## src/rtl/psp_pkg.sv

```systemverilog
`timescale 1ns / 1ps

package psp_pkg;

    // Fixed field widths on the stream ports
    localparam int VALUE_W     = 32;
    localparam int PLATE_W     = 4;
    localparam int FUNC_W      = 2;
    localparam int OCC_W       = 8;
    localparam int IN_TDATA_W  = 40;  // push_value, plate_index, zero pad
    localparam int OUT_TDATA_W = 40;  // out_value, occupancy
    localparam int IN_TUSER_W  = 2;   // func
    localparam int OUT_TUSER_W = 1;   // ok

    typedef enum logic [FUNC_W-1:0] {
        FUNC_PUSH   = 2'd0,
        FUNC_POP    = 2'd1,
        FUNC_POP_AT = 2'd2
    } t_func;

    // Source of the result registers
    typedef enum logic [1:0] {
        RES_HOLD,
        RES_FAIL,
        RES_PUSH,
        RES_READ
    } t_res_sel;

    // Memory read address source
    typedef enum logic [1:0] {
        RD_TOP,
        RD_SLOT,
        RD_NEXT1,
        RD_NEXT2
    } t_rd_sel;

    typedef struct packed {
        logic     accept;    // latch input payload
        logic     push_wr;   // store value on top, count up
        logic     rd_en;
        t_rd_sel  rd_sel;
        logic     shift_wr;  // move read word down to pointer, advance pointer
        logic     load_ptr;  // pointer to the removed slot
        logic     dec;       // count down
        t_res_sel res_sel;
        logic     load_out;
    } t_cmd;

    typedef struct packed {
        logic full;
        logic empty;
        logic plate_top;   // named plate holds the top item
        logic plate_low;   // named plate lies below the top plate
        logic more0;       // an entry sits right above the pointer
        logic more1;       // an entry sits two above the pointer
    } t_status;

endpackage

```

## src/rtl/psp_ctrl.sv

```systemverilog
`timescale 1ns / 1ps

module psp_ctrl (
    input  logic              i_clk,
    input  logic              i_rst_n,
    input  logic              i_in_valid,
    output logic              o_in_ready,
    input  psp_pkg::t_func    i_func,
    output logic              o_out_valid,
    input  logic              i_out_ready,
    output psp_pkg::t_cmd     o_cmd,
    input  psp_pkg::t_status  i_status
);

    typedef enum logic [2:0] {
        S_IDLE,
        S_DECODE,
        S_POP_CAP,
        S_SLOT_CAP,
        S_SHIFT,
        S_DONE
    } t_state;

    t_state         r_state, n_state;
    psp_pkg::t_func r_func;
    logic           r_out_valid;
    psp_pkg::t_cmd  w_cmd;

    // hold off the input side while reset is applied
    assign o_in_ready  = i_rst_n && (r_state == S_IDLE);
    assign o_out_valid = r_out_valid;
    assign o_cmd       = w_cmd;

    always_comb begin
        n_state        = r_state;
        w_cmd          = '0;
        w_cmd.rd_sel   = psp_pkg::RD_TOP;
        w_cmd.res_sel  = psp_pkg::RES_HOLD;
        unique case (r_state)
            S_IDLE: begin
                if (i_in_valid) begin
                    w_cmd.accept = 1'b1;
                    n_state      = S_DECODE;
                end
            end
            S_DECODE: begin
                n_state = S_DONE;
                unique case (r_func)
                    psp_pkg::FUNC_PUSH: begin
                        if (!i_status.full) begin
                            w_cmd.push_wr = 1'b1;
                            w_cmd.res_sel = psp_pkg::RES_PUSH;
                        end else begin
                            w_cmd.res_sel = psp_pkg::RES_FAIL;
                        end
                    end
                    psp_pkg::FUNC_POP: begin
                        if (!i_status.empty) begin
                            w_cmd.rd_en  = 1'b1;
                            w_cmd.rd_sel = psp_pkg::RD_TOP;
                            w_cmd.dec    = 1'b1;
                            n_state      = S_POP_CAP;
                        end else begin
                            w_cmd.res_sel = psp_pkg::RES_FAIL;
                        end
                    end
                    psp_pkg::FUNC_POP_AT: begin
                        priority if (i_status.plate_top) begin
                            w_cmd.rd_en  = 1'b1;
                            w_cmd.rd_sel = psp_pkg::RD_TOP;
                            w_cmd.dec    = 1'b1;
                            n_state      = S_POP_CAP;
                        end else if (i_status.plate_low) begin
                            w_cmd.rd_en    = 1'b1;
                            w_cmd.rd_sel   = psp_pkg::RD_SLOT;
                            w_cmd.load_ptr = 1'b1;
                            n_state        = S_SLOT_CAP;
                        end else begin
                            w_cmd.res_sel = psp_pkg::RES_FAIL;
                        end
                    end
                    default: begin
                        w_cmd.res_sel = psp_pkg::RES_FAIL;
                    end
                endcase
            end
            S_POP_CAP: begin
                w_cmd.res_sel = psp_pkg::RES_READ;
                n_state       = S_DONE;
            end
            S_SLOT_CAP: begin
                w_cmd.res_sel = psp_pkg::RES_READ;
                if (i_status.more0) begin
                    w_cmd.rd_en  = 1'b1;
                    w_cmd.rd_sel = psp_pkg::RD_NEXT1;
                    n_state      = S_SHIFT;
                end else begin
                    w_cmd.dec = 1'b1;
                    n_state   = S_DONE;
                end
            end
            S_SHIFT: begin
                // write this word down while fetching the one after it
                w_cmd.shift_wr = 1'b1;
                if (i_status.more1) begin
                    w_cmd.rd_en  = 1'b1;
                    w_cmd.rd_sel = psp_pkg::RD_NEXT2;
                end else begin
                    w_cmd.dec = 1'b1;
                    n_state   = S_DONE;
                end
            end
            S_DONE: begin
                if (!r_out_valid || i_out_ready) begin
                    w_cmd.load_out = 1'b1;
                    n_state        = S_IDLE;
                end
            end
            default: begin
                n_state = S_IDLE;
            end
        endcase
    end

    always_ff @(posedge i_clk) begin
        if (!i_rst_n) begin
            r_state     <= S_IDLE;
            r_func      <= psp_pkg::FUNC_PUSH;
            r_out_valid <= 1'b0;
        end else begin
            r_state <= n_state;
            if (w_cmd.accept) begin
                r_func <= i_func;
            end
            if (w_cmd.load_out) begin
                r_out_valid <= 1'b1;
            end else if (i_out_ready) begin
                r_out_valid <= 1'b0;
            end
        end
    end

endmodule

```

## src/rtl/psp_dp.sv

```systemverilog
`timescale 1ns / 1ps

module psp_dp #(
    parameter int PLATE_DEPTH = 8,
    parameter int NUM_PLATES  = 16,
    parameter int DATA_W      = 32
) (
    input  logic                          i_clk,
    input  logic                          i_rst_n,
    input  psp_pkg::t_cmd                 i_cmd,
    output psp_pkg::t_status              o_status,
    input  logic [psp_pkg::VALUE_W-1:0]   i_push_value,
    input  logic [psp_pkg::PLATE_W-1:0]   i_plate_index,
    output logic [psp_pkg::VALUE_W-1:0]   o_out_value,
    output logic                          o_out_ok,
    output logic [psp_pkg::OCC_W-1:0]     o_occupancy
);

    localparam int CAP    = PLATE_DEPTH * NUM_PLATES;
    localparam int ADDR_W = $clog2(CAP);
    localparam int CNT_W  = $clog2(CAP + 1);
    localparam int PD_W   = $clog2(PLATE_DEPTH + 1);
    localparam int CMP_W  = ((CNT_W > psp_pkg::PLATE_W + PD_W) ?
                             CNT_W : psp_pkg::PLATE_W + PD_W) + 1;
    localparam int PTR_W  = CNT_W + 1;

    logic [DATA_W-1:0]               r_mem [CAP];
    logic [DATA_W-1:0]               r_rdata;
    logic [DATA_W-1:0]               r_val;
    logic [psp_pkg::PLATE_W-1:0]     r_plate;
    logic [CNT_W-1:0]                r_count;
    logic [ADDR_W-1:0]               r_ptr;
    logic [psp_pkg::VALUE_W-1:0]     r_res_value;
    logic                            r_res_ok;
    logic [psp_pkg::VALUE_W-1:0]     r_out_value;
    logic                            r_out_ok;
    logic [psp_pkg::OCC_W-1:0]       r_out_occ;

    logic [DATA_W+psp_pkg::VALUE_W-1:0] w_in_ext;
    logic [DATA_W+psp_pkg::VALUE_W-1:0] w_rd_ext;
    logic [CMP_W-1:0]                   w_plate_base;
    logic [CMP_W-1:0]                   w_plate_end;
    logic [CMP_W-1:0]                   w_cnt_x;
    logic [CMP_W-1:0]                   w_slot;
    logic [PTR_W-1:0]                   w_ptr_x;
    logic [PTR_W-1:0]                   w_cnt_p;
    logic [PTR_W-1:0]                   w_ptr_p1;
    logic [PTR_W-1:0]                   w_ptr_p2;
    logic [CNT_W-1:0]                   w_cnt_m1;
    logic [ADDR_W-1:0]                  w_raddr;
    logic                               w_we;
    logic [ADDR_W-1:0]                  w_waddr;
    logic [DATA_W-1:0]                  w_wdata;

    assign w_in_ext = {{DATA_W{1'b0}}, i_push_value};
    assign w_rd_ext = {{psp_pkg::VALUE_W{1'b0}}, r_rdata};

    // plate p spans entries [p*PLATE_DEPTH, (p+1)*PLATE_DEPTH)
    assign w_plate_base = CMP_W'(r_plate) * CMP_W'(PLATE_DEPTH);
    assign w_plate_end  = w_plate_base + CMP_W'(PLATE_DEPTH);
    assign w_slot       = w_plate_end - CMP_W'(1);
    assign w_cnt_x      = CMP_W'(r_count);

    assign w_ptr_x  = PTR_W'(r_ptr);
    assign w_cnt_p  = PTR_W'(r_count);
    assign w_ptr_p1 = w_ptr_x + PTR_W'(1);
    assign w_ptr_p2 = w_ptr_x + PTR_W'(2);
    assign w_cnt_m1 = r_count - CNT_W'(1);

    assign o_status.full      = (r_count == CNT_W'(CAP));
    assign o_status.empty     = (r_count == '0);
    assign o_status.plate_top = (w_cnt_x > w_plate_base) && (w_cnt_x <= w_plate_end);
    assign o_status.plate_low = (w_cnt_x > w_plate_end);
    assign o_status.more0     = (w_ptr_p1 < w_cnt_p);
    assign o_status.more1     = (w_ptr_p2 < w_cnt_p);

    always_comb begin
        unique case (i_cmd.rd_sel)
            psp_pkg::RD_TOP:   w_raddr = w_cnt_m1[ADDR_W-1:0];
            psp_pkg::RD_SLOT:  w_raddr = w_slot[ADDR_W-1:0];
            psp_pkg::RD_NEXT1: w_raddr = w_ptr_p1[ADDR_W-1:0];
            psp_pkg::RD_NEXT2: w_raddr = w_ptr_p2[ADDR_W-1:0];
            default:           w_raddr = w_cnt_m1[ADDR_W-1:0];
        endcase
    end

    assign w_we    = i_cmd.push_wr | i_cmd.shift_wr;
    assign w_waddr = i_cmd.push_wr ? r_count[ADDR_W-1:0] : r_ptr;
    assign w_wdata = i_cmd.push_wr ? r_val : r_rdata;

    always_ff @(posedge i_clk) begin
        if (w_we) begin
            r_mem[w_waddr] <= w_wdata;
        end
        if (i_cmd.rd_en) begin
            r_rdata <= r_mem[w_raddr];
        end
    end

    always_ff @(posedge i_clk) begin
        if (!i_rst_n) begin
            r_count <= '0;
        end else if (i_cmd.push_wr) begin
            r_count <= r_count + CNT_W'(1);
        end else if (i_cmd.dec) begin
            r_count <= w_cnt_m1;
        end
    end

    always_ff @(posedge i_clk) begin
        if (i_cmd.accept) begin
            r_val   <= w_in_ext[DATA_W-1:0];
            r_plate <= i_plate_index;
        end
        if (i_cmd.load_ptr) begin
            r_ptr <= w_slot[ADDR_W-1:0];
        end else if (i_cmd.shift_wr) begin
            r_ptr <= w_ptr_p1[ADDR_W-1:0];
        end
        unique case (i_cmd.res_sel)
            psp_pkg::RES_HOLD: ;
            psp_pkg::RES_FAIL: begin
                r_res_value <= '0;
                r_res_ok    <= 1'b0;
            end
            psp_pkg::RES_PUSH: begin
                r_res_value <= '0;
                r_res_ok    <= 1'b1;
            end
            psp_pkg::RES_READ: begin
                r_res_value <= w_rd_ext[psp_pkg::VALUE_W-1:0];
                r_res_ok    <= 1'b1;
            end
            default: ;
        endcase
        if (i_cmd.load_out) begin
            r_out_value <= r_res_value;
            r_out_ok    <= r_res_ok;
            r_out_occ   <= psp_pkg::OCC_W'(r_count);
        end
    end

    assign o_out_value = r_out_value;
    assign o_out_ok    = r_out_ok;
    assign o_occupancy = r_out_occ;

endmodule

```

## src/rtl/plate_stack_with_pop_at.sv

```systemverilog
`timescale 1ns / 1ps

// Bounded stack of NUM_PLATES plates, PLATE_DEPTH entries each, held in one
// single-port-write memory with a registered read and an item count. Push
// stores on top, pop returns the top, pop-at returns the topmost entry of a
// named plate and, for a plate below the top plate, closes the gap by moving
// every entry above it down by one. Each transaction in yields one
// transaction out carrying the value, an ok flag and the occupancy after the
// operation; refused operations return ok 0, value 0. One operation is in
// flight at a time; a new transaction is accepted only after the previous
// result has been loaded for output. The memory read is registered, and the
// shift walks the memory one entry per cycle. A result not yet taken holds
// the block in its final state until the output side takes it.

module plate_stack_with_pop_at #(
    parameter int PLATE_DEPTH = 8,
    parameter int NUM_PLATES  = 16,
    parameter int DATA_W      = 32
) (
    input  logic                                i_clk,
    input  logic                                i_rst_n,
    input  logic                                s_axis_tvalid,
    output logic                                s_axis_tready,
    // [31:0] push_value, [35:32] plate_index, [39:36] zero
    input  logic [psp_pkg::IN_TDATA_W-1:0]      s_axis_tdata,
    // [1:0] func
    input  logic [psp_pkg::IN_TUSER_W-1:0]      s_axis_tuser,
    output logic                                m_axis_tvalid,
    input  logic                                m_axis_tready,
    // [31:0] out_value, [39:32] occupancy
    output logic [psp_pkg::OUT_TDATA_W-1:0]     m_axis_tdata,
    // [0] ok
    output logic [psp_pkg::OUT_TUSER_W-1:0]     m_axis_tuser
);

    psp_pkg::t_cmd                  w_cmd;
    psp_pkg::t_status               w_status;
    logic [psp_pkg::VALUE_W-1:0]    w_out_value;
    logic                           w_out_ok;
    logic [psp_pkg::OCC_W-1:0]      w_occ;

    psp_ctrl u_ctrl (
        .i_clk       (i_clk),
        .i_rst_n     (i_rst_n),
        .i_in_valid  (s_axis_tvalid),
        .o_in_ready  (s_axis_tready),
        .i_func      (psp_pkg::t_func'(s_axis_tuser[psp_pkg::FUNC_W-1:0])),
        .o_out_valid (m_axis_tvalid),
        .i_out_ready (m_axis_tready),
        .o_cmd       (w_cmd),
        .i_status    (w_status)
    );

    psp_dp #(
        .PLATE_DEPTH (PLATE_DEPTH),
        .NUM_PLATES  (NUM_PLATES),
        .DATA_W      (DATA_W)
    ) u_dp (
        .i_clk         (i_clk),
        .i_rst_n       (i_rst_n),
        .i_cmd         (w_cmd),
        .o_status      (w_status),
        .i_push_value  (s_axis_tdata[psp_pkg::VALUE_W-1:0]),
        .i_plate_index (s_axis_tdata[psp_pkg::VALUE_W +: psp_pkg::PLATE_W]),
        .o_out_value   (w_out_value),
        .o_out_ok      (w_out_ok),
        .o_occupancy   (w_occ)
    );

    assign m_axis_tdata = {w_occ, w_out_value};
    assign m_axis_tuser = w_out_ok;

endmodule
```

## config.mk

```make
export PLATFORM = sky130hd
export DESIGN_NAME = plate_stack_with_pop_at
export DESIGN_NICKNAME = d
export VERILOG_FILES = /design/src/rtl/psp_pkg.sv /design/src/rtl/psp_ctrl.sv /design/src/rtl/psp_dp.sv /design/src/rtl/plate_stack_with_pop_at.sv
export SDC_FILE = /design/constraint.sdc
export NUM_CORES = 2
export LEC_CHECK = 0
export BUFFER_PORTS_ARGS = -buffer_cell sky130_fd_sc_hd__buf_4
export CAP_MARGIN = 0
export CORE_ASPECT_RATIO = 0.7
export CORE_MARGIN = 1.5
export CORE_UTILIZATION = 39
export DETAILED_ROUTE_END_ITERATION = 10
export PLACE_DENSITY = 0.64
export SETUP_SLACK_MARGIN = 0.2
export SLEW_MARGIN = 15
export SYNTH_ARGS = -nofsm -noshare
export SYNTH_HDL_FRONTEND = slang
export SYNTH_SLANG_ARGS = --single-unit
export TNS_END_PERCENT = 20
```

## constraint.sdc

```tcl
create_clock -name i_clk -period 6.88 [get_ports i_clk]
set_input_delay 0.688 -clock i_clk [delete_from_list [all_inputs] [get_ports i_clk]]
set_output_delay 0.688 -clock i_clk [all_outputs]
set_load 0.05 [all_outputs]
```

==> impl_summary.md <==
Outcome
The run finished with clean final reports.

Placement
Once detailed placement completed, the half-perimeter wirelength came to 329 mm. The global placement routability congestion is 0.898. Before CTS, the worst setup slack after placement is 0.549 ns. The area after detailed placement is 180000 um^2. The number of port buffers is 84.

Synthesis
Of the synthesized area, sequential elements account for 0.762. The proportion of synthesized area in mux cells is 0.0625. The gate count of the mapped netlist is 10900. The average cell area after synthesis is 15.3 um^2. The number of enable flip-flop cells after synthesis is 4245. The summed instance area of the synthesized netlist is 168000 um^2.

Of the total synthesized cell area, the portion taken by full adders, half adders and majority gates is 0.00245. The synthesized design contains 4259 register bits. The number of distinct library cells after synthesis is 94.

The share of flip-flops with an asynchronous set or reset after synthesis is 0. The Yosys step of the flow raised 0 warnings. The number of nets produced by synthesis is 11000. The post-synthesis compound-gate area fraction was 0.0450. The share of the synthesized netlist area taken by xor and xnor gates is 0.00144.

The most common flop cell mapped by yosys is sky130_fd_sc_hd__edfxtp_1. The largest family of logic cells by synthesized area is simple AND/OR/NAND/NOR gates. Of the total synthesized cell area, the portion taken by AND, OR, NAND and NOR gates is 0.107.

Global routing
The wire length of the first global-routing pass is 755 mm. The initial antenna violation count was 49. Global routing finished with a remaining overflow of 0.

The number of global-route vias before repair came to 95600. The overall routing resource usage is 0.244. Entering global routing, the biggest net connects 107 pins.

Layout
With fillers left out, the area of the finished cells amounts to 193000 um^2. The number of inserted filler cells in the final layout is 36700. The layout net count is 11500. In the final layout, the share of cells above drive strength 1 is 0.153. From synthesis to final layout, the design area changed by 15.0%. Leaving out fill and tap cells, the most frequent cell in the layout is sky130_fd_sc_hd__edfxtp_1. In the layout the commonest cells are sky130_fd_sc_hd__edfxtp_1 (4245), sky130_fd_sc_hd__nand2_1 (2316), sky130_fd_sc_hd__nand3_1 (1066).

Power
The part of the total power dissipated in combinational logic is 0.443. The power spent charging and discharging nets is 41.0 mW. The sum of internal, switching and leakage power is 96.0 mW. The share of total power dissipated in the clock network is 0.224.

The worst IR drop on VDD is 0.000461 V. The portion of total power attributed to sequential cells is 0.333. The analysis attributes to cell leakage a power of 63.3 nW. The total power divided by cell area is 498 nW/um^2. Of the total power, the share spent switching nets is 0.427. Cell internal power was estimated by the tool at 55.0 mW.

Critical path
The largest single stage delay on the critical path is 0.91 ns. Walking the worst path, the cells encountered are nand3_1 > nor2_1 > xor2_1 > ha_1 > and3_1 > nand3_1 > o21a_1 > a22oi_1 > a311o_2 > buf_12 > buf_4 > mux2i_1 > o22ai_1 > a22oi_1 > nand4_1. The worst setup path is captured at a register.

The logic depth of the worst register-to-register path is 15. The depth of the critical timing path with buffers and inverters included is 15. The worst setup path is of the reg -> reg kind. The launch point of the worst reg-to-reg path is u_dp.r_ptr[3]. The biggest fanout along the worst timing path is 31.

The worst setup path is launched from a register. The worst path buffer plus inverter count is 2. The required time of the critical path is 7.57 ns. The arrival time at the worst endpoint is 7.26 ns.

The slowest stage of the critical path is the sky130_fd_sc_hd__a311o_2 cell. The critical path ends at u_dp.r_rdata[8]. In this run the worst setup path begins at u_dp.r_ptr[3]. The endpoint of the lowest-slack register-to-register path is u_dp.r_rdata[8].

The setup check on the worst reg-to-reg path leaves a slack of 0.31 ns. Among cell families on the critical path, the largest total delay comes from compound AO/OA/AOI/OAI gates.

STA
At the pin with the least slew margin, the transition time is 1.35 ns. The clock period minus final worst setup slack is 6.57 ns. Setup violations remaining at the end of the flow were counted as 0. The fmax is 152 MHz. Of the available clock period, the critical path in the final layout requires 0.955. Setup repair after global routing could not meet its margin everywhere. In the final timing run, aggregate negative setup slack is 0 ns. The minimum setup slack in the final design is 0.307 ns. The number of hold violations in the final report came to 0. Across the routed clock network, the largest skew measured is 0.0892 ns.

The number of max-slew violations in the final report is 0. Measured against its own limit, the worst slew margin works out to 0.102.

Clocking
The insertion delay to the later sink of the worst-skew pair is 1.00 ns. The number of levels the H-tree was split into is 5. The CTS tree is yes. The number of clock buffers added by TritonCTS is 380. The root buffer cell chosen for the clock tree is sky130_fd_sc_hd__clkbuf_16. The longest clock path from root to sink contains 4 buffers. After clock tree synthesis, the clock-pin slew on the worst setup and hold paths is 0.07 ns. The clock net sink count is 4259. The post-CTS resize count is 0.

Floorplanning
The number of rows in the core area is 201. The y dimension of the die is 552 um. In this run the standard cell core region covers 428000 um^2. For this configuration, the core starts out at a cell density of 0.392.

The I/O pin total is 89. The width of the die is 787 um. The total die area is 434000 um^2.

Detailed routing
The final routed wirelength across all metal layers is 548 mm. The pre-antenna-repair detailed-routing pass consisted of 8 iterations. The detail-routed via count per cell is 6.02. The average wire per standard cell is 31.5 um. The detailed router placed 105000 vias in this run. For this block, the initial DRC count from the detailed router was 19200. The residual antenna-violating net count after detailed routing is 0. After detailed routing, the number of remaining DRC violations is 0.

Job
The max-capacitance violation count is 0.

Min path
The startpoint identified for the worst hold timing path is i_rst_n. The worst hold path belongs to the class in -> reg. The worst hold path was traced through 2 stages.
==> through the flow <==
stage | cells | hold WS (ns) | utilization
after floorplan | 10900 | 0.400 | -
after global placement | 16700 | 0.401 | 0.421
after detailed placement | 16700 | 0.405 | 0.421
after CTS | 17400 | 0.0108 | 0.450
after global routing | 17400 | 0.0679 | 0.450
final | 17400 | 0.0723 | 0.450
==> cell usage after synthesis, types with 9 or more instances <==
library cell	n	area, um^2
sky130_fd_sc_hd__a211o_1	15	131
sky130_fd_sc_hd__a211oi_1	26	195
sky130_fd_sc_hd__a21oi_1	239	1200
sky130_fd_sc_hd__a221oi_1	46	403
sky130_fd_sc_hd__a222oi_1	9	90.1
sky130_fd_sc_hd__a22oi_1	134	1010
sky130_fd_sc_hd__a311oi_1	53	464
sky130_fd_sc_hd__a31oi_1	152	951
sky130_fd_sc_hd__a32oi_1	76	666
sky130_fd_sc_hd__and2_1	42	263
sky130_fd_sc_hd__and3_1	92	576
sky130_fd_sc_hd__buf_1	55	206
sky130_fd_sc_hd__buf_2	280	1400
sky130_fd_sc_hd__buf_4	91	683
sky130_fd_sc_hd__buf_6	14	158
sky130_fd_sc_hd__clkbuf_1	225	845
sky130_fd_sc_hd__dfxtp_1	14	280
sky130_fd_sc_hd__edfxtp_1	4245	127000
sky130_fd_sc_hd__ha_1	32	400
sky130_fd_sc_hd__inv_1	25	93.8
sky130_fd_sc_hd__mux2_2	31	349
sky130_fd_sc_hd__mux2i_1	419	4190
sky130_fd_sc_hd__mux4_2	264	5950
sky130_fd_sc_hd__nand2_1	2351	8820
sky130_fd_sc_hd__nand3_1	1074	5380
sky130_fd_sc_hd__nand4_1	89	557
sky130_fd_sc_hd__nand4b_1	9	78.8
sky130_fd_sc_hd__nor2_1	281	1050
sky130_fd_sc_hd__nor3_1	65	325
sky130_fd_sc_hd__nor4_1	43	269
sky130_fd_sc_hd__o211ai_1	32	240
sky130_fd_sc_hd__o21ai_0	119	596
sky130_fd_sc_hd__o221ai_1	13	114
sky130_fd_sc_hd__o22ai_1	42	263
sky130_fd_sc_hd__o31ai_1	12	90.1
sky130_fd_sc_hd__or3_1	11	68.8
sky130_fd_sc_hd__or4_1	9	67.6
sky130_fd_sc_hd__xnor2_1	19	166
==> worst min path at each step <==
stage / slack [ns] / to
after floorplan: 0.40 / u_dp.o_out_ok
after global routing: 0.07 / u_ctrl.o_out_valid
after detailed placement: 0.40 / u_dp.o_out_value[19]
after global placement: 0.40 / u_dp.o_out_value[25]
after CTS: 0.01 / u_ctrl.r_state[0]
final: 0.07 / u_ctrl.r_state[0]
==> logic make-up (layout without fill, tap and decap cells) <==
logic type,count (synthesis),after routing
flops,4259,4259
fa+ha+maj,33,33
simple gates,4118,4118
other cells,0,26
mux,714,714
compound gates,1088,1088
buf+inv,692,1461
xor+xnor,26,26
==> routing by layer <==
layer	part of all wire	global-route usage	up-vias	routed length (um)
met5	0.00047	0	-	258
met4	0.036	0.0782	38	19500
met3	0.16	0.0888	946	88700
met2	0.41	0.334	7748	222000
met1	0.40	0.360	53200	217000
li1	-	-	42900	-
==> registers in the layout (all words and copies together) (netlist names), 7 cells and up <==
register / flops
u_dp.o_occupancy: 8
u_dp.o_out_value: 32
u_dp.r_count: 8
u_dp.r_mem: 4096
u_dp.r_ptr: 7
u_dp.r_rdata: 32
u_dp.r_res_value: 32
u_dp.r_val: 32
==> layout make-up <==
class	instances	area, um^2	area share
sequential	4259	128000	0.662
clock inverter	221	2200	0.0114
inverter	25	93.8	0.000486
antenna	26	65.1	0.000337
tap	5684	7110	0.0369
clock buffer	465	9980	0.0517
multi-input combinational	5979	38200	0.198
timing repair buffer	750	7460	0.0387
==> power by group through the flow <==
stage | Clock, mW | Combinational [mW] | Sequential, mW
floorplan | 0 | 20.0 | 32.7
global placement | 0 | 40.3 | 32.5
detailed placement | 0 | 40.6 | 32.5
CTS | 21.6 | 40.8 | 31.9
global route | 22.5 | 43.6 | 32.0
finish | 21.5 | 42.5 | 32.0
==> timing repair <==
action,in CTS,in global routing
hold buffers,38,0
hold endpoints to repair,38,0
endpoints found under the setup margin,0,4
buffers inserted,0,4
(Power assumes the default switching activity.)
